File: src/hw/rtl/bearing_angle_degrees_defines.svh
// Assertion macros shared by the bearing block.
`ifndef BEARING_ANGLE_DEGREES_DEFINES_SVH
`define BEARING_ANGLE_DEGREES_DEFINES_SVH

// Check a property on clk_i, muted while reset is held.
`define BRG_ASSERT(label, prop) \
  label: assert property (@(posedge clk_i) disable iff (!rst_ni) (prop)) \
    else $error("bearing check failed");

// Check a property on clk_i, including the reset interval.
`define BRG_ASSERT_ALWAYS(label, prop) \
  label: assert property (@(posedge clk_i) (prop)) \
    else $error("bearing check failed during reset");

`endif

File: src/hw/rtl/brg_pkg.sv
package brg_pkg;

  // CORDIC datapath: magnitudes are scaled to MagTopBits bits, the rest is headroom
  localparam int unsigned MagTopBits = 58;
  localparam int unsigned DatW       = 62;
  localparam int unsigned ZW         = 25;
  localparam int unsigned TableLen   = 24;

  localparam int unsigned Deg90Q16  = 5898240;
  localparam int unsigned Deg90Q8   = 23040;
  localparam int unsigned Deg180Q8  = 46080;
  localparam int unsigned Deg360Q8  = 92160;
  localparam int unsigned RoundHalf = 128;

  typedef enum logic [1:0] {
    QuadFirst  = 2'd0,
    QuadSecond = 2'd1,
    QuadThird  = 2'd2,
    QuadFourth = 2'd3
  } quad_e;

  typedef struct packed {
    logic signed [DatW-1:0] x;
    logic signed [DatW-1:0] y;
    logic signed [ZW-1:0]   z;
    quad_e                  quad;
    logic                   force90;
  } cordic_t;

  // atan(2^-i) in degrees, 16 fraction bits
  function automatic logic [ZW-1:0] atan_q16(input logic [4:0] idx);
    logic [ZW-1:0] v;
    case (idx)
      5'd0:    v = ZW'(2949120);
      5'd1:    v = ZW'(1740967);
      5'd2:    v = ZW'(919879);
      5'd3:    v = ZW'(466945);
      5'd4:    v = ZW'(234379);
      5'd5:    v = ZW'(117304);
      5'd6:    v = ZW'(58666);
      5'd7:    v = ZW'(29335);
      5'd8:    v = ZW'(14668);
      5'd9:    v = ZW'(7334);
      5'd10:   v = ZW'(3667);
      5'd11:   v = ZW'(1833);
      5'd12:   v = ZW'(917);
      5'd13:   v = ZW'(458);
      5'd14:   v = ZW'(229);
      5'd15:   v = ZW'(115);
      5'd16:   v = ZW'(57);
      5'd17:   v = ZW'(29);
      5'd18:   v = ZW'(14);
      5'd19:   v = ZW'(7);
      5'd20:   v = ZW'(4);
      5'd21:   v = ZW'(2);
      5'd22:   v = ZW'(1);
      default: v = '0;
    endcase
    return v;
  endfunction

endpackage

File: src/hw/rtl/brg_cordic_stage.sv
module brg_cordic_stage #(
  parameter int unsigned STAGE = 0
) (
  input  logic             clk_i,
  input  logic             rst_ni,
  input  logic             en_i,
  input  logic             valid_i,
  input  brg_pkg::cordic_t data_i,
  output logic             valid_o,
  output brg_pkg::cordic_t data_o
);

  logic signed [brg_pkg::DatW-1:0] xs, ys;
  logic signed [brg_pkg::ZW-1:0]   step;
  brg_pkg::cordic_t                data_d, data_q;
  logic                            valid_q;

  // Rotate toward y = 0; floor shifts, no move once y is exactly zero
  always_comb begin
    xs     = data_i.x >>> STAGE;
    ys     = data_i.y >>> STAGE;
    step   = $signed(brg_pkg::atan_q16(5'(STAGE)));
    data_d = data_i;
    if (data_i.y != '0) begin
      if (!data_i.y[brg_pkg::DatW-1]) begin
        data_d.x = data_i.x + ys;
        data_d.y = data_i.y - xs;
        data_d.z = data_i.z + step;
      end else begin
        data_d.x = data_i.x - ys;
        data_d.y = data_i.y + xs;
        data_d.z = data_i.z - step;
      end
    end
  end

  always_ff @(posedge clk_i or negedge rst_ni) begin
    if (!rst_ni) begin
      valid_q <= 1'b0;
    end else if (en_i) begin
      valid_q <= valid_i;
    end
  end

  always_ff @(posedge clk_i) begin
    if (en_i) begin
      data_q <= data_d;
    end
  end

  assign valid_o = valid_q;
  assign data_o  = data_q;

endmodule

File: config.mk
export PLATFORM = sky130hd
export DESIGN_NAME = brg_cordic_stage
export DESIGN_NICKNAME = d
export VERILOG_FILES = /design/src/hw/rtl/bearing_angle_degrees_defines.svh /design/src/hw/rtl/brg_pkg.sv /design/src/hw/rtl/brg_cordic_stage.sv
export SDC_FILE = /design/constraint.sdc
export NUM_CORES = 1
export LEC_CHECK = 0
export BUFFER_PORTS_ARGS = -buffer_cell sky130_fd_sc_hd__buf_2
export CAP_MARGIN = 20
export CORE_UTILIZATION = 40
export DETAILED_ROUTE_END_ITERATION = 7
export GPL_ROUTABILITY_DRIVEN = 0
export GPL_TIMING_DRIVEN = 0
export PLACE_DENSITY_LB_ADDON = 0.05
export SLEW_MARGIN = 20
export SYNTH_ARGS = -nofsm -noshare
export SYNTH_HDL_FRONTEND = slang
export SYNTH_SLANG_ARGS = --single-unit
File: constraint.sdc
create_clock -name clk_i -period 1.6 [get_ports clk_i]
set_input_delay 0.32 -clock clk_i [delete_from_list [all_inputs] [get_ports clk_i]]
set_output_delay 0.32 -clock clk_i [all_outputs]
set_load 0.01 [all_outputs]
==> results.md <==
- Final sum of negative setup slack: -138.53 ns
- Drt pass-1 iters: 8
- Syn Std Cell Area: 17800 sq um
- Most used DFF post-synth: edfxtp_1
- Vias: around 21000
- Worst hold stages: 2
- Drt drc: 0
- Max VDD drop: about 0.00077 V
- Post-synth cell types: 96
- Worst Setup Start Kind: input port
- Vias per inst: 6.19
- Wire length of the first global-routing pass: ~120000 um
- Max-slew headroom at the worst pin: 0.104
- DIE HEIGHT: 213 um
- Max-Cap Viols: 0
- R2R Setup Slk: between 0.8 and 0.9 ns
- IO Port Bufs: a little over 300
- Worst hold path type: in -> reg
- Largest net degree at the start of global routing: between 80 and 90
- EDFF count, synth: 152
- Hpwl dp: approximately 63000 um
- Initial core utilization: 0.409
- Ys Warns: 0
- Max Root-Sink Buffers: 2
- Post-synthesis mux area share: 0.0165
- Failing checks: setup timing
- Post-route insts no fill: roughly 3400
- Most common cell after layout, fill and taps aside: buf_2
- Post-layout min period: around 3.2 ns
- Overall routing resource usage: 0.368
- CP Capture Type: flop
- Die width: roughly 210 um
- Cells after DPL: roughly 3200
- Hold Path Sink: valid_o
- DRT Wirelength: 86400 um
- Post-DP Area: 21700 sq um
- Layout Nets: about 3200
- Critical path class: in -> reg
- Bufs and invs on worst path: 2
- Worst path most repeated cell: a31oi_4
- FFs w/ async S/R, synth: 0.00654
- Flops & latches, synth: ~150
- Total power: between 20 and 25 mW
- Worst hold start: valid_i
- Largest family of logic cells by synthesized area: compound AO/OA/AOI/OAI gates
- I/O pin cnt: 309
- Slew Viols, Final: 0
- Cell area after layout: roughly 28000 sq um
- Cell Rows: 76
- Clock Latency Late Sink: between 0.4 and 0.5 ns
- Compound-Gate Fraction of Synth Area: 0.280
- Core Footprint: around 43000 sq um
- Initial antenna violation count: 3
- Slowest-stage cell, CP: a311o_2
- Total gr overflow: 0
- R2R depth: 1
- Routed Antenna Nets: 0
- Post-synthesis sequential area ratio: 0.258
- Root Buffer: clkbuf_16
- Vias in the first global route: 20551
- Max incr delay on CP: approximately 0.42 ns
- Critical Path RT: 1.78 ns
- Arr. time, crit path: 3.37 ns
- Share of synthesized cell area in full adder, half adder and majority cells: 0.149
- Crit share post-route: 1.99
- Final hold vios: 0
- Area Overhead vs Synth: 58.7%
- Worst r2r src: valid_o
- Fmax: ~0.31 GHz
- 1st-iter DRT viols: 2685
- Post-Synth XOR/XNOR Area: 0.0605
- Layout cell share with drive strength beyond 1: 0.450
- Most frequent cells in the layout: buf_2 (277), nor2_1 (188), a21oi_1 (179), inv_1 (163), ha_1 (156)
- Status: complete, but fails checks
- Layout Skew: 0 ns
- Power Dens Cells: roughly 740 nW/um^2
- Final setup margin: -1.59 ns
- Crit path max fanout: 4
- CP cell instances: buf_12, ha_4, fa_2, nand2b_4, a2111oi_4, o31ai_4, a311o_2, a31oi_4, a31oi_4, buf_6, a311oi_4, o21ai_2, o22ai_2, xnor2_1, a21oi_2
- Die area: 45300 sq um
- Simple-gate share of the synthesized area: 0.166
- Crit Reg-Reg Endpoint: valid_o
- Slew @ Worst Pin: 1.34 ns
- Synthesized instance count: around 2300
- Total CTS buffers: 17
- Clk sink count: roughly 150
- Unrepaired setup endpoints after global routing: yes
- CTS tree: built
- Leakage: approximately 11 nW
- Clock slew at reported path FFs: about 0.060 ns
- WL/cell: around 25 um
- Syn_area_per_cell: a little under 8 sq um
- H-tree depth: 4
- Delay-heaviest family, CP: compound AO/OA/AOI/OAI gates
- Setup violations, final: about 130
- Post-synthesis net count: 2624
## stage by stage
| step | util | hold WS, ns | worst slack, ns |
|---|---|---|---|
| global placement | 0.498 | 0.0945 | -2.88 |
| global route | 0.650 | 0.0474 | -1.54 |
| detailed placement | 0.498 | 0.0959 | -2.83 |
| CTS | 0.607 | 0.0306 | -1.52 |
| finish | 0.650 | 0.0634 | -1.59 |
| floorplan | - | 0.0244 | -1.43 |
## kinds of logic after synthesis
group	Yosys count
AOI/OAI and AO/OA	790
adders and majority gates	210
DFF	153
and+or+nand+nor	635
muxes	29
buffers and inverters	318
xor gates and xnor gates	123
## sequential cells by signal, indices dropped and copies added (netlist names)
name	cells
data_o	152
valid_o	1
## routing by layer
metal  wire length, um  GRT usage
met5                80          0
met4              6160      0.221
met3              8790     0.0860
met2             37900      0.573
met1             33500      0.460
## worst max path at each step
stage	startpoint	to	slack (ns)	cells after the start
after floorplan	data_i[28]	data_o[146]	-1.43	13
after global routing	data_i[30]	data_o[130]	-1.54	18
final	data_i[28]	data_o[150]	-1.59	15
after CTS	data_i[28]	data_o[150]	-1.52	14
after global placement	data_i[59]	data_o[150]	-2.88	15
after detailed placement	data_i[59]	data_o[150]	-2.83	15
## cell usage after synthesis (4+ instances only)
cell	count	area, sq um
a21oi_1	292	1460
nor2_1	234	878
ha_1	206	2580
inv_1	193	724
o21ai_0	160	801
nand2_1	154	578
edfxtp_1	152	4560
xnor2_1	115	1010
clkbuf_1	68	255
o21bai_1	48	360
nor4_1	44	275
nor3_1	42	210
nand4_1	39	244
nand3_1	33	165
a21o_1	29	218
mux2i_1	27	270
o31ai_1	26	195
buf_2	25	125
o21ai_1	24	120
nor2b_1	23	144
a31oi_1	22	138
o211ai_1	22	165
nand2b_1	21	131
a211oi_1	20	150
buf_1	19	71.3
o21a_1	19	143
o22ai_1	12	75.1
o221ai_1	11	96.3
or3_1	10	62.6
a211o_1	8	70.1
a21boi_0	8	60.1
a22oi_1	8	60.1
xor2_1	8	70.1
inv_2	7	26.3
o31a_1	7	61.3
or2_2	6	37.5
a21oi_2	5	43.8
a221oi_1	5	43.8
nor3b_1	5	37.5
or4_1	5	37.5
a2111oi_0	4	35.0
and2_1	4	25.0
and3_1	4	25.0
fa_1	4	80.1
o2111ai_1	4	35.0
## layout make-up
class / count / area [sq um]
sequential: 153 / 4590
clock inverter: 14 / 194
fill: 3563 / 15200
tap: 585 / 732
clock buffer: 18 / 429
buffer: 108 / 1010
inverter: 203 / 905
multi-input combinational: 1787 / 16000
timing repair buffer: 566 / 4360
antenna: 1 / 2.50
## repair_timing
item                                    4_1_cts  5_1_grt
endpoints found under the setup margin      133      133
pin swaps                                   235      233
gates resized for setup                     597      300
hold endpoints to repair                     20        0
setup buffers                               148       99
hold buffers                                 20        0
gates cloned                                  5        1
## power breakdown
part | leakage [nW] | internal [mW] | switching, mW
clock network | 0.303 | 2.61 | 1.83
registers | 1.50 | 5.25 | 0.146
logic | 9.67 | 4.58 | 6.44
total | 11.5 | 12.4 | 8.42
Power figures use the tool's default switching activity.
