--- config.mk ---
export PLATFORM = sky130hd
export DESIGN_NAME = brg_prep
export DESIGN_NICKNAME = d
export VERILOG_FILES = /design/src/hw/rtl/bearing_angle_degrees_defines.svh /design/src/hw/rtl/brg_pkg.sv /design/src/hw/rtl/brg_prep.sv
export SDC_FILE = /design/constraint.sdc
export NUM_CORES = 1
export LEC_CHECK = 0
export BUFFER_PORTS_ARGS = -buffer_cell sky130_fd_sc_hd__buf_2
export CELL_PAD_IN_SITES_DETAIL_PLACEMENT = 0
export CELL_PAD_IN_SITES_GLOBAL_PLACEMENT = 1
export CORE_MARGIN = 4
export CORE_UTILIZATION = 34
export CTS_BUF_LIST = sky130_fd_sc_hd__clkbuf_16
export DETAILED_ROUTE_END_ITERATION = 12
export PLACE_DENSITY_LB_ADDON = 0.1
export SETUP_SLACK_MARGIN = 0.1
export SYNTH_ARGS = -nofsm -noshare
export SYNTH_HDL_FRONTEND = slang
export SYNTH_SLANG_ARGS = --single-unit
--- constraint.sdc ---
create_clock -name clk_i -period 2.4 [get_ports clk_i]
set_input_delay 0.24 -clock clk_i [delete_from_list [all_inputs] [get_ports clk_i]]
set_output_delay 0.24 -clock clk_i [all_outputs]
set_load 0.02 [all_outputs]
--- src/hw/rtl/bearing_angle_degrees_defines.svh ---
// Assertion macros shared by the bearing block.
`ifndef BEARING_ANGLE_DEGREES_DEFINES_SVH
`define BEARING_ANGLE_DEGREES_DEFINES_SVH

// Check a property on clk_i, muted while reset is held.
`define BRG_ASSERT(label, prop) \
  label: assert property (@(posedge clk_i) disable iff (!rst_ni) (prop)) \
    else $error("bearing check failed");

// Check a property on clk_i, including the reset interval.
`define BRG_ASSERT_ALWAYS(label, prop) \
  label: assert property (@(posedge clk_i) (prop)) \
    else $error("bearing check failed during reset");

`endif

--- src/hw/rtl/brg_pkg.sv ---
package brg_pkg;

  // CORDIC datapath: magnitudes are scaled to MagTopBits bits, the rest is headroom
  localparam int unsigned MagTopBits = 58;
  localparam int unsigned DatW       = 62;
  localparam int unsigned ZW         = 25;
  localparam int unsigned TableLen   = 24;

  localparam int unsigned Deg90Q16  = 5898240;
  localparam int unsigned Deg90Q8   = 23040;
  localparam int unsigned Deg180Q8  = 46080;
  localparam int unsigned Deg360Q8  = 92160;
  localparam int unsigned RoundHalf = 128;

  typedef enum logic [1:0] {
    QuadFirst  = 2'd0,
    QuadSecond = 2'd1,
    QuadThird  = 2'd2,
    QuadFourth = 2'd3
  } quad_e;

  typedef struct packed {
    logic signed [DatW-1:0] x;
    logic signed [DatW-1:0] y;
    logic signed [ZW-1:0]   z;
    quad_e                  quad;
    logic                   force90;
  } cordic_t;

  // atan(2^-i) in degrees, 16 fraction bits
  function automatic logic [ZW-1:0] atan_q16(input logic [4:0] idx);
    logic [ZW-1:0] v;
    case (idx)
      5'd0:    v = ZW'(2949120);
      5'd1:    v = ZW'(1740967);
      5'd2:    v = ZW'(919879);
      5'd3:    v = ZW'(466945);
      5'd4:    v = ZW'(234379);
      5'd5:    v = ZW'(117304);
      5'd6:    v = ZW'(58666);
      5'd7:    v = ZW'(29335);
      5'd8:    v = ZW'(14668);
      5'd9:    v = ZW'(7334);
      5'd10:   v = ZW'(3667);
      5'd11:   v = ZW'(1833);
      5'd12:   v = ZW'(917);
      5'd13:   v = ZW'(458);
      5'd14:   v = ZW'(229);
      5'd15:   v = ZW'(115);
      5'd16:   v = ZW'(57);
      5'd17:   v = ZW'(29);
      5'd18:   v = ZW'(14);
      5'd19:   v = ZW'(7);
      5'd20:   v = ZW'(4);
      5'd21:   v = ZW'(2);
      5'd22:   v = ZW'(1);
      default: v = '0;
    endcase
    return v;
  endfunction

endpackage

--- src/hw/rtl/brg_prep.sv ---
module brg_prep #(
  parameter int unsigned COORD_BITS = 16
) (
  input  logic                         clk_i,
  input  logic                         rst_ni,
  input  logic                         en_i,
  input  logic                         valid_i,
  input  logic signed [COORD_BITS-1:0] cur_x_i,
  input  logic signed [COORD_BITS-1:0] cur_y_i,
  input  logic signed [COORD_BITS-1:0] goal_x_i,
  input  logic signed [COORD_BITS-1:0] goal_y_i,
  output logic                         valid_o,
  output brg_pkg::cordic_t             data_o
);

  localparam int unsigned Guard = brg_pkg::MagTopBits - COORD_BITS;
  localparam int unsigned Pad   = brg_pkg::DatW - brg_pkg::MagTopBits;

  logic signed [COORD_BITS:0] dx_d, dy_d, dx_q, dy_q;
  logic                       v1_q;
  brg_pkg::quad_e             quad_d, quad_q;
  logic [COORD_BITS:0]        neg_x, neg_y;
  logic [COORD_BITS-1:0]      mag_x, mag_y;
  brg_pkg::cordic_t           data_d, data_q;
  logic                       v2_q;

  // Take signed differences and pick the quarter from their signs
  always_comb begin
    dx_d = {goal_x_i[COORD_BITS-1], goal_x_i} - {cur_x_i[COORD_BITS-1], cur_x_i};
    dy_d = {goal_y_i[COORD_BITS-1], goal_y_i} - {cur_y_i[COORD_BITS-1], cur_y_i};
    if (dy_d[COORD_BITS]) begin
      quad_d = dx_d[COORD_BITS] ? brg_pkg::QuadSecond : brg_pkg::QuadFirst;
    end else begin
      quad_d = dx_d[COORD_BITS] ? brg_pkg::QuadThird : brg_pkg::QuadFourth;
    end
  end

  // Form magnitudes and scale them into the CORDIC word
  always_comb begin
    neg_x = -dx_q;
    neg_y = -dy_q;
    mag_x = dx_q[COORD_BITS] ? neg_x[COORD_BITS-1:0] : dx_q[COORD_BITS-1:0];
    mag_y = dy_q[COORD_BITS] ? neg_y[COORD_BITS-1:0] : dy_q[COORD_BITS-1:0];
    data_d.x       = $signed({{Pad{1'b0}}, mag_x, {Guard{1'b0}}});
    data_d.y       = $signed({{Pad{1'b0}}, mag_y, {Guard{1'b0}}});
    data_d.z       = '0;
    data_d.quad    = quad_q;
    data_d.force90 = (mag_x == '0) && (mag_y != '0);
  end

  always_ff @(posedge clk_i or negedge rst_ni) begin
    if (!rst_ni) begin
      v1_q <= 1'b0;
      v2_q <= 1'b0;
    end else if (en_i) begin
      v1_q <= valid_i;
      v2_q <= v1_q;
    end
  end

  always_ff @(posedge clk_i) begin
    if (en_i) begin
      dx_q   <= dx_d;
      dy_q   <= dy_d;
      quad_q <= quad_d;
      data_q <= data_d;
    end
  end

  assign valid_o = v2_q;
  assign data_o  = data_q;

endmodule

==> flow_summary.toml <==
[status]
outcome = "complete, no violations"

[floorplanning]
coreArea_sq_um = 16700
pin_count = 221
die_h_um = 139
placement_rows = 47
dieWidth_um = 139
start_util_pct = 35.0
dieArea_sq_um = 19400

[route]
wl_met2_mm = 5.62
drt-total-wl_mm = 12.8
drtIter0Drc = 260
dr.pass1.iters = 4
met3_length_um = 894
vias_per_cell = 4.50
routedWlPerCell_um = 12.8
final_antenna_net_count = 0
drc = 0
met1_length_mm = 6.15
vias = 4504
top_layer = "met4"

[clock_tree]
numClockSinks = 73
cts-root-buf = "clkbuf_16"
tritoncts = "done"
h-tree-depth = 3
cts_max_path_buffers = 2
insertion_delay_ps = 330
numCtsBuffers = 9
clk_pin_slew_ps = 60

[synth]
synth_most_common_cell = "buf_4"
synth_area_leader_cell = "edfxtp_1"
ys_seq_area_share_pct = 37.3
synth_seq_cells = 73
avgSynthCellArea_sq_um = 9.62
synth_edf_count = 71
synth_cells = 608
yosys_warnings = 0
synth_area_sq_um = 5850
synth.area.top_cells = "edfxtp_1 36%, buf_4 15%, ha_1 7.7%, xnor2_1 6.4%, inv_1 3.7%"
yosys.area.top_type_share_pct = 36.4
synth-async-reset-ratio_pct = 2.74
ys.flop_type = "edfxtp_1"
synth_cell_type_count = 61
synthTopCellsByCount = "117 x buf_4, 71 x edfxtp_1, 57 x inv_1"

[finish]
nets = 883
antenna_cells = 0
stdcell_count = 1002
drive_gt1_share_pct = 26.9
area_delta_synth_final_pct = 20.2

[place]
place_inst = 983
port_buffers = 103
routabilityCongestion = 0.839
dp_hpwl_mm = 10.7

[global_routing]
overflow = 0
grt_max_degree = 26
grt_pass1_vias = 4258
grt_pass1_wl_mm = 20.7
antenna_found_initial = 0
grt_usage_pct = 12.8

[timing]
finalHoldViolCount = 0
slew_headroom_pct = 57.9
finClkSkew_ps = 3.59
period_share_pct = 97.8
fmax_mhz = 426
rsz0062_at_grt = "true"
tightest_slew_ps = 632
finalSetupViolations = 0
whs_ps = 147
period_needed_ps = 2350
slew_violations = 0

[pwr]
leakage_nw = 3.19
ir_drop_mv = 0.250
power.density_nw_per_um2 = 649

[worst_setup_path]
max_stage_delay_ps = 580
worstSetupPathType = "register to register"
path_cells = "or4_4 > o41ai_4 > xnor2_2 > a311oi_1 > nand4bb_1 > o2111a_1"
cp_top_family = "compound AO/OA/AOI/OAI gates"
critPathBufInv = 0
startpoint_type = "register"
worstPathMaxFanout = 2
endpoint_kind = "register"
cp.arrival_ps = 2420
cpMaxStageDelayCell = "or4_4"
worstPathRequired_ps = 2480

[worst_hold_path]
hold_class = "primary input to register"

[job]
timing.max_cap.violations = 0
## final timing paths
path                                start         to  slack, ps  cells past startpoint
worst max-delay path             dy_q[10]  data_o[0]         50                      6
worst max register to register   dy_q[10]  data_o[0]         50                      6
worst min register to register  quad_q[1]  data_o[2]        420                      0
worst min-delay path              valid_i       v1_q        150                      2
max in group asynchronous          rst_ni       v1_q       2090                      2
min in group asynchronous          rst_ni    valid_o        220                      2
## worst reg2reg max path, delay by kind of cell (launching register included)
kind            cells  cell delay, ps
simple gates        2             720
compound gates      3             900
flops               1             380
xor+xnor            1             110
## per-stage QoR
stage | setup slack [ps] | area, sq um | TNS, ps | util, % | power, W
floorplan | 133 | 6300 | 0 | - | 0.00295
global placement | -61.9 | 6660 | -88.3 | 39.9 | 0.00336
detailed placement | -64.5 | 6660 | -117 | 39.9 | 0.00338
CTS | 45.3 | 6970 | 0 | 41.7 | 0.00458
global route | -57.8 | 7030 | -57.8 | 42.1 | 0.00486
finish | 51.9 | 7030 | 0 | 42.1 | 0.00456
## sequential cells by signal (all words and copies together), names as in the netlist
| signal | flops |
|---|---|
| data_o | 35 |
| dx_q | 17 |
| dy_q | 17 |
| quad_q | 2 |
| v1_q | 1 |
| valid_o | 1 |
## layout by cell type, fill, tap and decap left out, types with 5 or more instances in the layout
cell,synthesis,final
o31ai_1,9,8
a21oi_1,26,26
nor2b_1,6,6
nand2_1,33,33
a21o_1,6,6
conb_1,1,117
nand3_1,8,8
edfxtp_1,71,71
xnor2_1,43,42
nor2_1,27,27
nand2b_1,6,6
nor3_1,13,13
buf_4,117,64
clkbuf_16,0,9
o21a_1,9,9
xor2_1,7,7
o21ai_0,26,26
ha_1,36,35
a211oi_1,5,5
or3_1,5,5
inv_1,57,57
buf_2,0,103
## logic make-up (layout without fill, tap and decap cells)
| family | count (synthesis) | count (layout) | synth area share [%] |
|---|---|---|---|
| buffers and inverters | 184 | 242 | 19.3 |
| DFF | 73 | 73 | 37.3 |
| muxes | 4 | 4 | 0.770 |
| AOI/OAI and AO/OA | 128 | 128 | 15.0 |
| adders and majority gates | 38 | 38 | 8.38 |
| and+or+nand+nor | 130 | 130 | 11.7 |
| xor gates and xnor gates | 50 | 50 | 7.49 |
| other | 1 | 117 | 0.0641 |
## power by group
group / switching [W] / total [W] / internal (W)
registers: 0.000103 / 0.00179 / 0.00168
logic: 0.000954 / 0.00162 / 0.000664
clock network: 0.000475 / 0.00116 / 0.000684
total: 0.00153 / 0.00456 / 0.00303
## per-layer routing
layer,global-route usage (%),up-vias
li1,-,2274
met1,17.9,2018
met2,20.1,195
met3,2.21,17
met4,3.91,0
met5,0,-
## layout make-up
class | count | area [sq um]
Inverter | 57 | 214
Tap cell | 220 | 275
Clock inverter | 7 | 37.5
Timing Repair Buffer | 169 | 1030
Multi-Input combinational cell | 467 | 3070
Clock buffer | 9 | 225
Fill cell | 1687 | 9670
Sequential cell | 73 | 2180
## repair_timing
item                       CTS  global route
gates cloned                 0             0
hold endpoints to repair     2             0
setup endpoints to repair    1             3
gates resized for setup      5             9
hold buffers                 1             0
buffers inserted             1             1
pin swaps                    2             6
Note: power is estimated with default switching activity, not from simulation.
