File: src/hw/rtl/bearing_angle_degrees_defines.svh
// Assertion macros shared by the bearing block.
`ifndef BEARING_ANGLE_DEGREES_DEFINES_SVH
`define BEARING_ANGLE_DEGREES_DEFINES_SVH

// Check a property on clk_i, muted while reset is held.
`define BRG_ASSERT(label, prop) \
  label: assert property (@(posedge clk_i) disable iff (!rst_ni) (prop)) \
    else $error("bearing check failed");

// Check a property on clk_i, including the reset interval.
`define BRG_ASSERT_ALWAYS(label, prop) \
  label: assert property (@(posedge clk_i) (prop)) \
    else $error("bearing check failed during reset");

`endif

File: src/hw/rtl/brg_pkg.sv
package brg_pkg;

  // CORDIC datapath: magnitudes are scaled to MagTopBits bits, the rest is headroom
  localparam int unsigned MagTopBits = 58;
  localparam int unsigned DatW       = 62;
  localparam int unsigned ZW         = 25;
  localparam int unsigned TableLen   = 24;

  localparam int unsigned Deg90Q16  = 5898240;
  localparam int unsigned Deg90Q8   = 23040;
  localparam int unsigned Deg180Q8  = 46080;
  localparam int unsigned Deg360Q8  = 92160;
  localparam int unsigned RoundHalf = 128;

  typedef enum logic [1:0] {
    QuadFirst  = 2'd0,
    QuadSecond = 2'd1,
    QuadThird  = 2'd2,
    QuadFourth = 2'd3
  } quad_e;

  typedef struct packed {
    logic signed [DatW-1:0] x;
    logic signed [DatW-1:0] y;
    logic signed [ZW-1:0]   z;
    quad_e                  quad;
    logic                   force90;
  } cordic_t;

  // atan(2^-i) in degrees, 16 fraction bits
  function automatic logic [ZW-1:0] atan_q16(input logic [4:0] idx);
    logic [ZW-1:0] v;
    case (idx)
      5'd0:    v = ZW'(2949120);
      5'd1:    v = ZW'(1740967);
      5'd2:    v = ZW'(919879);
      5'd3:    v = ZW'(466945);
      5'd4:    v = ZW'(234379);
      5'd5:    v = ZW'(117304);
      5'd6:    v = ZW'(58666);
      5'd7:    v = ZW'(29335);
      5'd8:    v = ZW'(14668);
      5'd9:    v = ZW'(7334);
      5'd10:   v = ZW'(3667);
      5'd11:   v = ZW'(1833);
      5'd12:   v = ZW'(917);
      5'd13:   v = ZW'(458);
      5'd14:   v = ZW'(229);
      5'd15:   v = ZW'(115);
      5'd16:   v = ZW'(57);
      5'd17:   v = ZW'(29);
      5'd18:   v = ZW'(14);
      5'd19:   v = ZW'(7);
      5'd20:   v = ZW'(4);
      5'd21:   v = ZW'(2);
      5'd22:   v = ZW'(1);
      default: v = '0;
    endcase
    return v;
  endfunction

endpackage

File: src/hw/rtl/brg_fold.sv
module brg_fold (
  input  logic             clk_i,
  input  logic             rst_ni,
  input  logic             en_i,
  input  logic             valid_i,
  input  brg_pkg::cordic_t data_i,
  output logic             valid_o,
  output logic [16:0]      yaw_deg_o,
  output logic [1:0]       quadrant_o
);

  logic [22:0]    z_clamp;
  logic [23:0]    z_round;
  logic [16:0]    ang;
  logic [16:0]    yaw_d, yaw_q;
  logic [1:0]     quad_q;
  logic           valid_q;

  // Clamp to 0..90 degrees, round to 8 fraction bits, fold by quarter
  always_comb begin
    if (data_i.z[brg_pkg::ZW-1]) begin
      z_clamp = '0;
    end else if (data_i.z > $signed(brg_pkg::ZW'(brg_pkg::Deg90Q16))) begin
      z_clamp = 23'(brg_pkg::Deg90Q16);
    end else begin
      z_clamp = data_i.z[22:0];
    end
    z_round = {1'b0, z_clamp} + 24'(brg_pkg::RoundHalf);
    if (data_i.force90) begin
      ang = 17'(brg_pkg::Deg90Q8);
    end else begin
      ang = {1'b0, z_round[23:8]};
    end
    case (data_i.quad)
      brg_pkg::QuadFirst:  yaw_d = ang;
      brg_pkg::QuadSecond: yaw_d = 17'(brg_pkg::Deg180Q8) - ang;
      brg_pkg::QuadThird:  yaw_d = 17'(brg_pkg::Deg180Q8) + ang;
      default:             yaw_d = 17'(brg_pkg::Deg360Q8) - ang;
    endcase
  end

  always_ff @(posedge clk_i or negedge rst_ni) begin
    if (!rst_ni) begin
      valid_q <= 1'b0;
    end else if (en_i) begin
      valid_q <= valid_i;
    end
  end

  always_ff @(posedge clk_i) begin
    if (en_i) begin
      yaw_q  <= yaw_d;
      quad_q <= data_i.quad;
    end
  end

  assign valid_o    = valid_q;
  assign yaw_deg_o  = yaw_q;
  assign quadrant_o = quad_q;

endmodule

File: config.mk
export PLATFORM = sky130hd
export DESIGN_NAME = brg_fold
export DESIGN_NICKNAME = d
export VERILOG_FILES = /design/src/hw/rtl/bearing_angle_degrees_defines.svh /design/src/hw/rtl/brg_pkg.sv /design/src/hw/rtl/brg_fold.sv
export SDC_FILE = /design/constraint.sdc
export NUM_CORES = 1
export LEC_CHECK = 0
export ABC_AREA = 1
export CAP_MARGIN = 20
export CORE_MARGIN = 4
export CORE_UTILIZATION = 48
export CTS_CLUSTER_SIZE = 8
export DETAILED_ROUTE_END_ITERATION = 12
export DONT_BUFFER_PORTS = 1
export PLACE_DENSITY_LB_ADDON = 0.08
export SETUP_SLACK_MARGIN = 0.5
export SKIP_CTS_REPAIR_TIMING = 1
export SLEW_MARGIN = 20
export SYNTH_ARGS = -nofsm -noshare
export SYNTH_HDL_FRONTEND = slang
export SYNTH_SLANG_ARGS = --single-unit
File: constraint.sdc
create_clock -name clk_i -period 1.1 [get_ports clk_i]
set_clock_uncertainty 0.1 [all_clocks]
set_input_delay 0.22 -clock clk_i [delete_from_list [all_inputs] [get_ports clk_i]]
set_output_delay 0.22 -clock clk_i [all_outputs]
set_load 0.01 [all_outputs]
==> results of run 1 <==
routing by layer:
| metal | routed length, µm | vias up | part of all wire | track usage |
|---|---|---|---|---|
| met1 | 2870 | 1212 | 0.36 | 0.256 |
| met2 | 3930 | 104 | 0.49 | 0.389 |
| met4 | 323 | 0 | 0.040 | 0.0747 |
| met3 | 883 | 24 | 0.11 | 0.113 |
| li1 | - | 1299 | - | - |
| met5 | 0 | - | 0 | 0 |
cells in the mapped netlist (3+ instances only):
master     n  area share
nand3_2   12       0.052
nor2_1    45       0.073
xnor2_1    4       0.015
xor2_1     4       0.015
inv_1     47       0.076
a21oi_1    7       0.015
nand2_1   86        0.14
nor2_2     9       0.024
nor3_1     5       0.011
nand3_4    3       0.023
o21ai_1    3      0.0065
o21ai_0    7       0.015
buf_2      3      0.0065
clkinv_1   3      0.0049
nand4_1   10       0.027
nor2_4     3       0.015
inv_2      5      0.0081
nand2_2   13       0.035
nand3_1   33       0.071
edfxtp_1  19        0.25
ha_1       8       0.043
where the power goes:
part	total, mW	switching [mW]	internal [mW]
sequential	1.05	0.104	0.949
clock	0.709	0.224	0.485
combinational	1.23	0.638	0.593
total	2.99	0.966	2.03
per-stage QoR:
step | setup WS, ns | hold WS [ns]
2_1_floorplan | -1.93 | -0.176
3_3_place_gp | -2.03 | -0.176
3_5_place_dp | -2.09 | -0.176
4_1_cts | -1.83 | -0.452
5_1_grt | -1.86 | -0.0652
6_report | -1.64 | -0.0421
area by class of cell:
type | instances | area share
timing repair buffer | 94 | 0.207
clock buffer | 3 | 0.0112
multi-input combinational | 263 | 0.531
clock inverter | 1 | 0.00818
tap | 52 | 0.0177
inverter | 57 | 0.0634
sequential | 20 | 0.162
registers in the layout (all words and copies together) (netlist names):
signal and flops:
valid_o 1, quadrant_o 2, yaw_deg_o 17
layout by cell type, fill, tap and decap left out, types with 3 or more instances in the layout:
| master | netlist | final |
|---|---|---|
| nand4_1 | 10 | 10 |
| nand3_4 | 3 | 10 |
| xor2_1 | 4 | 4 |
| nor3_1 | 5 | 3 |
| nor3_2 | 2 | 4 |
| clkbuf_8 | 0 | 3 |
| a21oi_1 | 7 | 3 |
| o21ai_0 | 7 | 3 |
| buf_6 | 1 | 10 |
| nand3_1 | 33 | 20 |
| xnor2_1 | 4 | 4 |
| nand2_2 | 13 | 31 |
| nand2_1 | 86 | 63 |
| edfxtp_1 | 19 | 19 |
| nand3_2 | 12 | 18 |
| a21oi_2 | 1 | 3 |
| ha_4 | 0 | 6 |
| nor2_2 | 9 | 14 |
| o21ai_1 | 3 | 5 |
| clkinv_1 | 3 | 3 |
| nor2_1 | 45 | 19 |
| inv_1 | 47 | 38 |
| inv_2 | 5 | 12 |
| nand2_4 | 0 | 5 |
| nor2_4 | 3 | 24 |
| buf_4 | 1 | 82 |
cells by family after synthesis:
kind of cell,synth area share
AO/OA/AOI/OAI,0.0471
XOR/XNOR,0.0303
adder cells (fa/ha/maj),0.0433
buffers and inverters,0.115
flip-flops,0.257
multiplexers,0.00487
other,0.00162
AND/OR/NAND/NOR,0.500
worst max path at each step:
stage          slack [ns]  cells past startpoint                      end  startpoint
2_1_floorplan       -1.93                     28  yaw_deg_o[16]$_DFFE_PP_  data_i[20]
3_5_place_dp        -2.09                     24  yaw_deg_o[15]$_DFFE_PP_   data_i[9]
3_3_place_gp        -2.03                     25  yaw_deg_o[15]$_DFFE_PP_   data_i[8]
5_1_grt             -1.86                     25  yaw_deg_o[15]$_DFFE_PP_  data_i[22]
4_1_cts             -1.83                     24  yaw_deg_o[15]$_DFFE_PP_   data_i[9]
6_report            -1.64                     21  yaw_deg_o[16]$_DFFE_PP_  data_i[22]
worst max-delay path, cell delays in order:
cell     delay (ns)
nand2_2        0.06
inv_2          0.06
nand2_2        0.05
nor2_2         0.11
nand3_2        0.10
nand2_4        0.11
buf_4          0.12
buf_4          0.11
nand3_2        0.09
nor2_2         0.16
nand2_2        0.11
nor2_4         0.12
nand4_1        0.09
nand2_1        0.10
inv_1          0.08
ha_4           0.29
nand2_1        0.08
nor3_1         0.22
nand4_1        0.16
nand3_1        0.12
nand3_2        0.07
==> flow_summary.ini, run 1 <==
[timing]
setup_tns_ns = -21.32
min_period_ns = 2.74
fmax_mhz = 365
slew_viol_final = 0
hold_viol = 21
hold_slack_ns = -0.0421
worst_slack_ns = -1.64
fin_crit_sh = 2.49
rsz0062_at_grt = yes
setup_viol = 17

[placed_design]
placed_cells = 469
dpl_cell_area_um2 = 3000
numPortBuffers = 0
gp_congestion = 0.969
dp_hpwl_mm = 5.79

[job]
drv_cap = 0

[power_and_ir_drop]
power_mw = 2.99
vdd_drop_max_v = 0.000706
leakage_nw = 1.67
power-per-cell-area_nw_per_um2 = 816

[detailed_routing]
ant_nets = 0
first_iter_violations = 135
drc_errors = 0
drt_wl_total_mm = 8.01
firstDrtPassIters = 5
viasPerCell = 5.39
vias = 2639
wire_per_inst_um = 16.3

[worst_hold_path]
hold_end = quadrant_o[0]$_DFFE_PP_
hp-class = in2reg
hold_start = data_i[1]
holdPathStages = 0

[setup_path]
reg2reg_slack_ns = 0.20
crit_type = in2reg
crit_path_start_kind = input pin
r2r_cells = 1
crit_fanout = 5
cp-end-kind = flip-flop
required_ns = 1.01
r2r-start = valid_o$_DFFE_PN0P_
reg2reg_to = valid_o$_DFFE_PN0P_
cp.arrival_ns = 2.65

[synthesis]
yosys_warnings = 0
synthesis.nets = 510
synth.ff_latch_count = 20
synth_edf_count = 19
yosysSeqAreaShare = 0.257
ys_async_sr_fraction = 0.0500
synth_area_um2 = 2310
synthCells = 346
synth_top_flop_cell = edfxtp_1
synth_cell_type_count = 36
avgSynthCellArea_um2 = 6.69

[floorplan]
rows = 24
fp.dieW_um = 77.4
dieArea_um2 = 5990
die_y_um = 77.4
design.core.area_um2 = 4500
num_io_pins = 176
start_util = 0.514

[clock_tree]
root_buffer = clkbuf_8
cts_htree_levels = 1
cts_tree = done
cts.path.max_buffers = 2
cts_sinks = 20
clk-insertion-delay-late_ns = 0.25
numCtsBuffers = 3
cts.clk_slew.worst_paths_ns = 0.07

[layout]
area_growth_pct = 58.7
register_area_um2 = 596
antenna_cells = 0
drive_gt1_frac = 0.537
fill_cells = 295
instances_no_fill = 490
nets = 603
multi_input_area_um2 = 1950
stdcell_area_um2 = 3670
fin_util = 0.815

[global_routing]
gr-total-overflow = 0
grt_max_degree = 21
grt_pass1_vias = 2429
track_usage = 0.231
grt_pass1_wl_mm = 11.1
antenna_found_initial = 0

[status]
outcome = finished with violations
failed_checks = hold timing, setup timing
(Power assumes the default switching activity.)
==> run 2, diff against run 1 <==
ABC_AREA = default   (was 1)
==> flow_summary.ini, run 2 <==
[placed_design]
pre_cts_ws_ns = -3.30
numPortBuffers = 0
gp_congestion = 0.937
dp_hpwl_mm = 5.45

[global_routing]
track_usage = 0.267
grt_max_degree = 23
grt_pass1_wl_mm = 11.2
grt_use_met1 = 0.393
grt_pass1_vias = 2204
antenna_found_initial = 0
gr-total-overflow = 0
use_met2 = 0.406
use_met3 = 0.0486
top_usage_layer = met2

[layout]
antenna_cells = 0
drive_gt1_frac = 0.411
layout_commonest_cell = buf_4
largest_reg_flops = 17
layout_common_cells = 73 x buf_4, 23 x nand2_1, 20 x nor2_1, 19 x edfxtp_1, 13 x a21oi_1
area_growth_pct = 48.9
fin_util = 0.764
nets = 501

[detailed_routing]
firstDrtPassIters = 5
wire_per_inst_um = 19.6
drt_wl_total_mm = 7.55
first_iter_violations = 195
ant_nets = 0
vias = 2407
viasPerCell = 6.24
drc_errors = 0

[setup_path]
crit_type = in2reg
reg2reg_to = valid_o$_DFFE_PN0P_
crit_path_top_delay_cell = or4_4
r2r_cells = 1
crit_path_start_kind = input pin
cp_num_buf_inv = 2
critPathLaunch = data_i[11]
cp.arrival_ns = 4.06
crit_path_max_incr_delay_ns = 0.54
cp_top_family = simple AND/OR/NAND/NOR gates
cp-end-kind = flip-flop
crit_fanout = 4
r2r-start = valid_o$_DFFE_PN0P_
required_ns = 1.01
cp.depth = 18
cp_cell_sequence = or4_4, nor4_4, a22o_1, and2_4, ha_4, nand3_4, or4_4, or3_1, a211o_1, inv_2, ha_4, a21o_1, a21oi_1, inv_1, a2111o_1, a21o_1, a21oi_2, o221ai_1
reg2reg_slack_ns = 0.19
crit_end = yaw_deg_o[15]$_DFFE_PP_

[synthesis]
ys_async_sr_fraction = 0.0500
synth_cell_type_count = 63
synth_top_flop_cell = edfxtp_1
synthCells = 261
synth.ff_latch_count = 20
synth_area_um2 = 2130
synth_area_leaders = edfxtp_1 27%, xnor2_1 6.6%, ha_1 4.7%, nand2_1 4.6%, nor2_1 4.1%
synth_top_area_share = 0.268
yosysSeqAreaShare = 0.280
yosys.area.top_type = edfxtp_1
avgSynthCellArea_um2 = 8.15
synth.most_common_cell = nand2_1
yosys_warnings = 0
synthesis.nets = 425
synthTopCellsByCount = 26 x nand2_1, 23 x nor2_1, 19 x edfxtp_1
synth_edf_count = 19

[clock_tree]
cts_sinks = 20
clk-insertion-delay-late_ns = 0.26
root_buffer = clkbuf_8
cts.path.max_buffers = 2
cts.clk_slew.worst_paths_ns = 0.08
cts_tree = done
numCtsBuffers = 3
cts_htree_levels = 1

[timing]
worst_slack_ns = -3.06
min_period_ns = 4.16
hold_slack_ns = -0.0514
hold_viol = 22
fmax_mhz = 241
slew_viol_final = 0
fin_crit_sh = 3.78
setup_viol = 17
slew_headroom = 0.398
rsz0062_at_grt = yes
worst_pin_slew_ns = 0.881

[floorplan]
die_y_um = 74.6
dieArea_um2 = 5560
fp.dieW_um = 74.6
rows = 23
design.core.area_um2 = 4140
start_util = 0.514
num_io_pins = 176

[status]
outcome = finished with violations
failed_checks = hold timing, setup timing

[power_and_ir_drop]
p_seq_frac = 0.408
p_switching_uw = 760
clock_power_share = 0.234
vdd_drop_max_v = 0.000503
power_frac_comb = 0.359
power-per-cell-area_nw_per_um2 = 785
p_int_mw = 1.73
leakage_nw = 1.28
swShare = 0.306

[job]
drv_cap = 0

[worst_hold_path]
hp-class = in2reg
## run 2: cell count changes in the layout (fill, tap and decap cells not counted), sizes merged, moves of 11 or more
| cell | change |
|---|---|
| nand3 | -39 |
| nor2 | -34 |
| buf | -11 |
| nand2 | -73 |
| inv | -43 |
| xnor2 | +12 |
## run 2: how the worst min path moves through the flow
stage	startpoint	endpoint	slack, ns	depth (start not counted)
CTS	rst_ni	valid_o$_DFFE_PN0P_	-0.46	0
global placement	rst_ni	valid_o$_DFFE_PN0P_	-0.18	0
global route	data_i[2]	quadrant_o[1]$_DFFE_PP_	-0.06	0
floorplan	rst_ni	valid_o$_DFFE_PN0P_	-0.18	0
detailed placement	rst_ni	valid_o$_DFFE_PN0P_	-0.18	0
finish	data_i[2]	quadrant_o[1]$_DFFE_PP_	-0.05	0
## run 2: routing by layer
metal | vias up | share of wire
met5 | - | 0
met4 | 0 | 0.012
met3 | 12 | 0.068
met2 | 98 | 0.47
met1 | 1145 | 0.45
li1 | 1152 | -
## run 2: cell type report
| cell class | instances | area (µm²) |
|---|---|---|
| Tap cell | 50 | 62.6 |
| Clock buffer | 4 | 55.1 |
| Timing Repair Buffer | 83 | 668 |
| Sequential cell | 20 | 596 |
| Fill cell | 299 | 976 |
| Multi-Input combinational cell | 219 | 1750 |
| Inverter | 10 | 40.0 |
## run 2: cell families (layout without fill, tap and decap cells)
family | count (synthesis) | after routing | share of synthesized area
simple gates | 104 | 104 | 0.253
compound gates | 81 | 81 | 0.270
buf+inv | 22 | 97 | 0.0412
xor+xnor | 20 | 20 | 0.0823
flops | 20 | 20 | 0.280
fa+ha+maj | 8 | 8 | 0.0470
mux | 5 | 5 | 0.0247
other cells | 1 | 1 | 0.00176
## run 2: per-stage QoR
stage / instances / power [mW] / area [µm²] / setup TNS [ns]
after floorplan: 261 / 1.49 / 2240 / -36.96
final: 386 / 2.49 / 3170 / -35.87
after CTS: 375 / 2.35 / 2840 / -34.99
after global routing: 386 / 2.61 / 3170 / -37.38
after detailed placement: 371 / 1.77 / 2780 / -39.52
after global placement: 371 / 1.76 / 2780 / -38.68
## run 2: power by group through the flow
| stage | clock network (mW) | logic (mW) | registers (mW) |
|---|---|---|---|
| 3_5_place_dp | 0 | 0.734 | 1.03 |
| 5_1_grt | 0.622 | 0.961 | 1.02 |
| 4_1_cts | 0.595 | 0.740 | 1.02 |
| 3_3_place_gp | 0 | 0.727 | 1.03 |
| 6_report | 0.581 | 0.892 | 1.01 |
| 2_1_floorplan | 0 | 0.483 | 1.01 |
==> run 3, diff against run 2 <==
CELL_PAD_IN_SITES_DETAIL_PLACEMENT = 2   (was default)
CELL_PAD_IN_SITES_GLOBAL_PLACEMENT = 2   (was default)
CORE_UTILIZATION = 31   (was 48)
==> flow_summary.ini, run 3 (same netlist as run 2, synthesis figures left out) <==
[status]
outcome = finished with violations
failed_checks = hold timing, setup timing

[job]
drv_cap = 0

[timing]
worst_pin_slew_ns = 0.696
worst_slack_ns = -3.19
hold_slack_ns = -0.0469
hold_viol = 21
fin_crit_sh = 3.90
rsz0062_at_grt = yes
slew_viol_final = 0
setup_viol = 17
slew_headroom = 0.535
fmax_mhz = 233
min_period_ns = 4.29

[layout]
layout_common_cells = 75 x buf_4, 22 x nand2_1, 20 x nor2_1, 19 x edfxtp_1, 13 x xnor2_1
drive_gt1_frac = 0.420
largest_reg_flops = 17
layout_commonest_cell = buf_4
fin_util = 0.490
nets = 501
fill_cells = 708
antenna_cells = 0
area_growth_pct = 49.4

[setup_path]
crit_path_start_kind = input pin
required_ns = 1.00
cp_cell_sequence = or4_4, nor4_4, a22o_1, and2_4, ha_4, nand3_4, or4_4, or3_1, a211o_1, inv_2, ha_4, a21o_1, a21oi_2, inv_2, a2111o_1, a21o_1, a21oi_1, o221ai_1
crit_fanout = 4
cp.arrival_ns = 4.19
cp_num_buf_inv = 2
cp_top_family = compound AO/OA/AOI/OAI gates
crit_type = in2reg
crit_path_max_incr_delay_ns = 0.54
cp-end-kind = flip-flop
crit_path_top_delay_cell = or4_4

[clock_tree]
cts_sinks = 20
cts.path.max_buffers = 2
numCtsBuffers = 3
clk-insertion-delay-late_ns = 0.26
cts_htree_levels = 1
cts_tree = done
cts.clk_slew.worst_paths_ns = 0.07
root_buffer = clkbuf_8

[power_and_ir_drop]
power-per-cell-area_nw_per_um2 = 789
vdd_drop_max_v = 0.000699
leakage_nw = 1.25

[detailed_routing]
firstDrtPassIters = 4
wire_per_inst_um = 22.7
ant_nets = 0
drc_errors = 0
vias = 2444
drt_wl_total_mm = 9.36
viasPerCell = 5.92
first_iter_violations = 99

[placed_design]
gp_congestion = 0.871
pre_cts_ws_ns = -3.41
dp_hpwl_mm = 6.92
numPortBuffers = 0

[global_routing]
gr-total-overflow = 0
antenna_found_initial = 0
use_met3 = 0.0342
grt_use_met1 = 0.263
track_usage = 0.208
grt_pass1_vias = 2607
use_met2 = 0.373
grt_max_degree = 23
top_usage_layer = met2
grt_pass1_wl_mm = 13.9

[floorplan]
start_util = 0.328
num_io_pins = 176
die_y_um = 90.9
fp.dieW_um = 90.9
dieArea_um2 = 8260
rows = 29
design.core.area_um2 = 6490

[worst_hold_path]
hp-class = in2reg
-- run 3: cell counts in the layout (fill, tap and decap cells not counted) --
No cell type changed its count.
-- run 3: path summary, 6_finish.rpt --
| path | startpoint | to | slack, ns | depth (start not counted) |
|---|---|---|---|---|
| min | data_i[2] | quadrant_o[1]$_DFFE_PP_ | -0.05 | 0 |
| max reg2reg | valid_o$_DFFE_PN0P_ | valid_o$_DFFE_PN0P_ | 0.19 | 1 |
| max in group asynchronous | rst_ni | valid_o$_DFFE_PN0P_ | 0.74 | 1 |
| max | data_i[11] | yaw_deg_o[15]$_DFFE_PP_ | -3.19 | 18 |
| min reg2reg | valid_o$_DFFE_PN0P_ | valid_o$_DFFE_PN0P_ | 0.49 | 1 |
| min in group asynchronous | rst_ni | valid_o$_DFFE_PN0P_ | 0.06 | 1 |
-- run 3: layout make-up --
type	instances	area, µm²	share of cell area
inverters	10	40.0	0.0126
well taps	77	96.3	0.0303
clock buffers	4	55.1	0.0173
flip-flops and latches	20	596	0.187
multi-input cells	219	1740	0.547
repair buffers	83	652	0.205
-- run 3: through the flow --
step                      cell area [µm²]  total power, mW  setup TNS, ns  hold WS (ns)  std cells
after floorplan                      2240             1.49         -36.96        -0.176        261
after global placement               2840             1.78         -38.20        -0.176        401
after detailed placement             2840             1.81         -40.21        -0.176        401
after CTS                            2900             2.38         -35.86        -0.460        405
after global routing                 3180             2.65         -37.04       -0.0625        413
final                                3180             2.51         -35.03       -0.0469        413
-- run 3: power by group --
part | switching (mW) | internal (mW) | leakage (nW)
registers | 0.0701 | 0.935 | 0.195
logic | 0.465 | 0.482 | 1.02
clock network | 0.239 | 0.319 | 0.0288
total | 0.773 | 1.74 | 1.25
-- run 3: layer usage --
metal | routed length [µm] | share of wire
met5 | 0 | 0
met4 | 125 | 0.013
met3 | 262 | 0.028
met2 | 4830 | 0.52
met1 | 4150 | 0.44
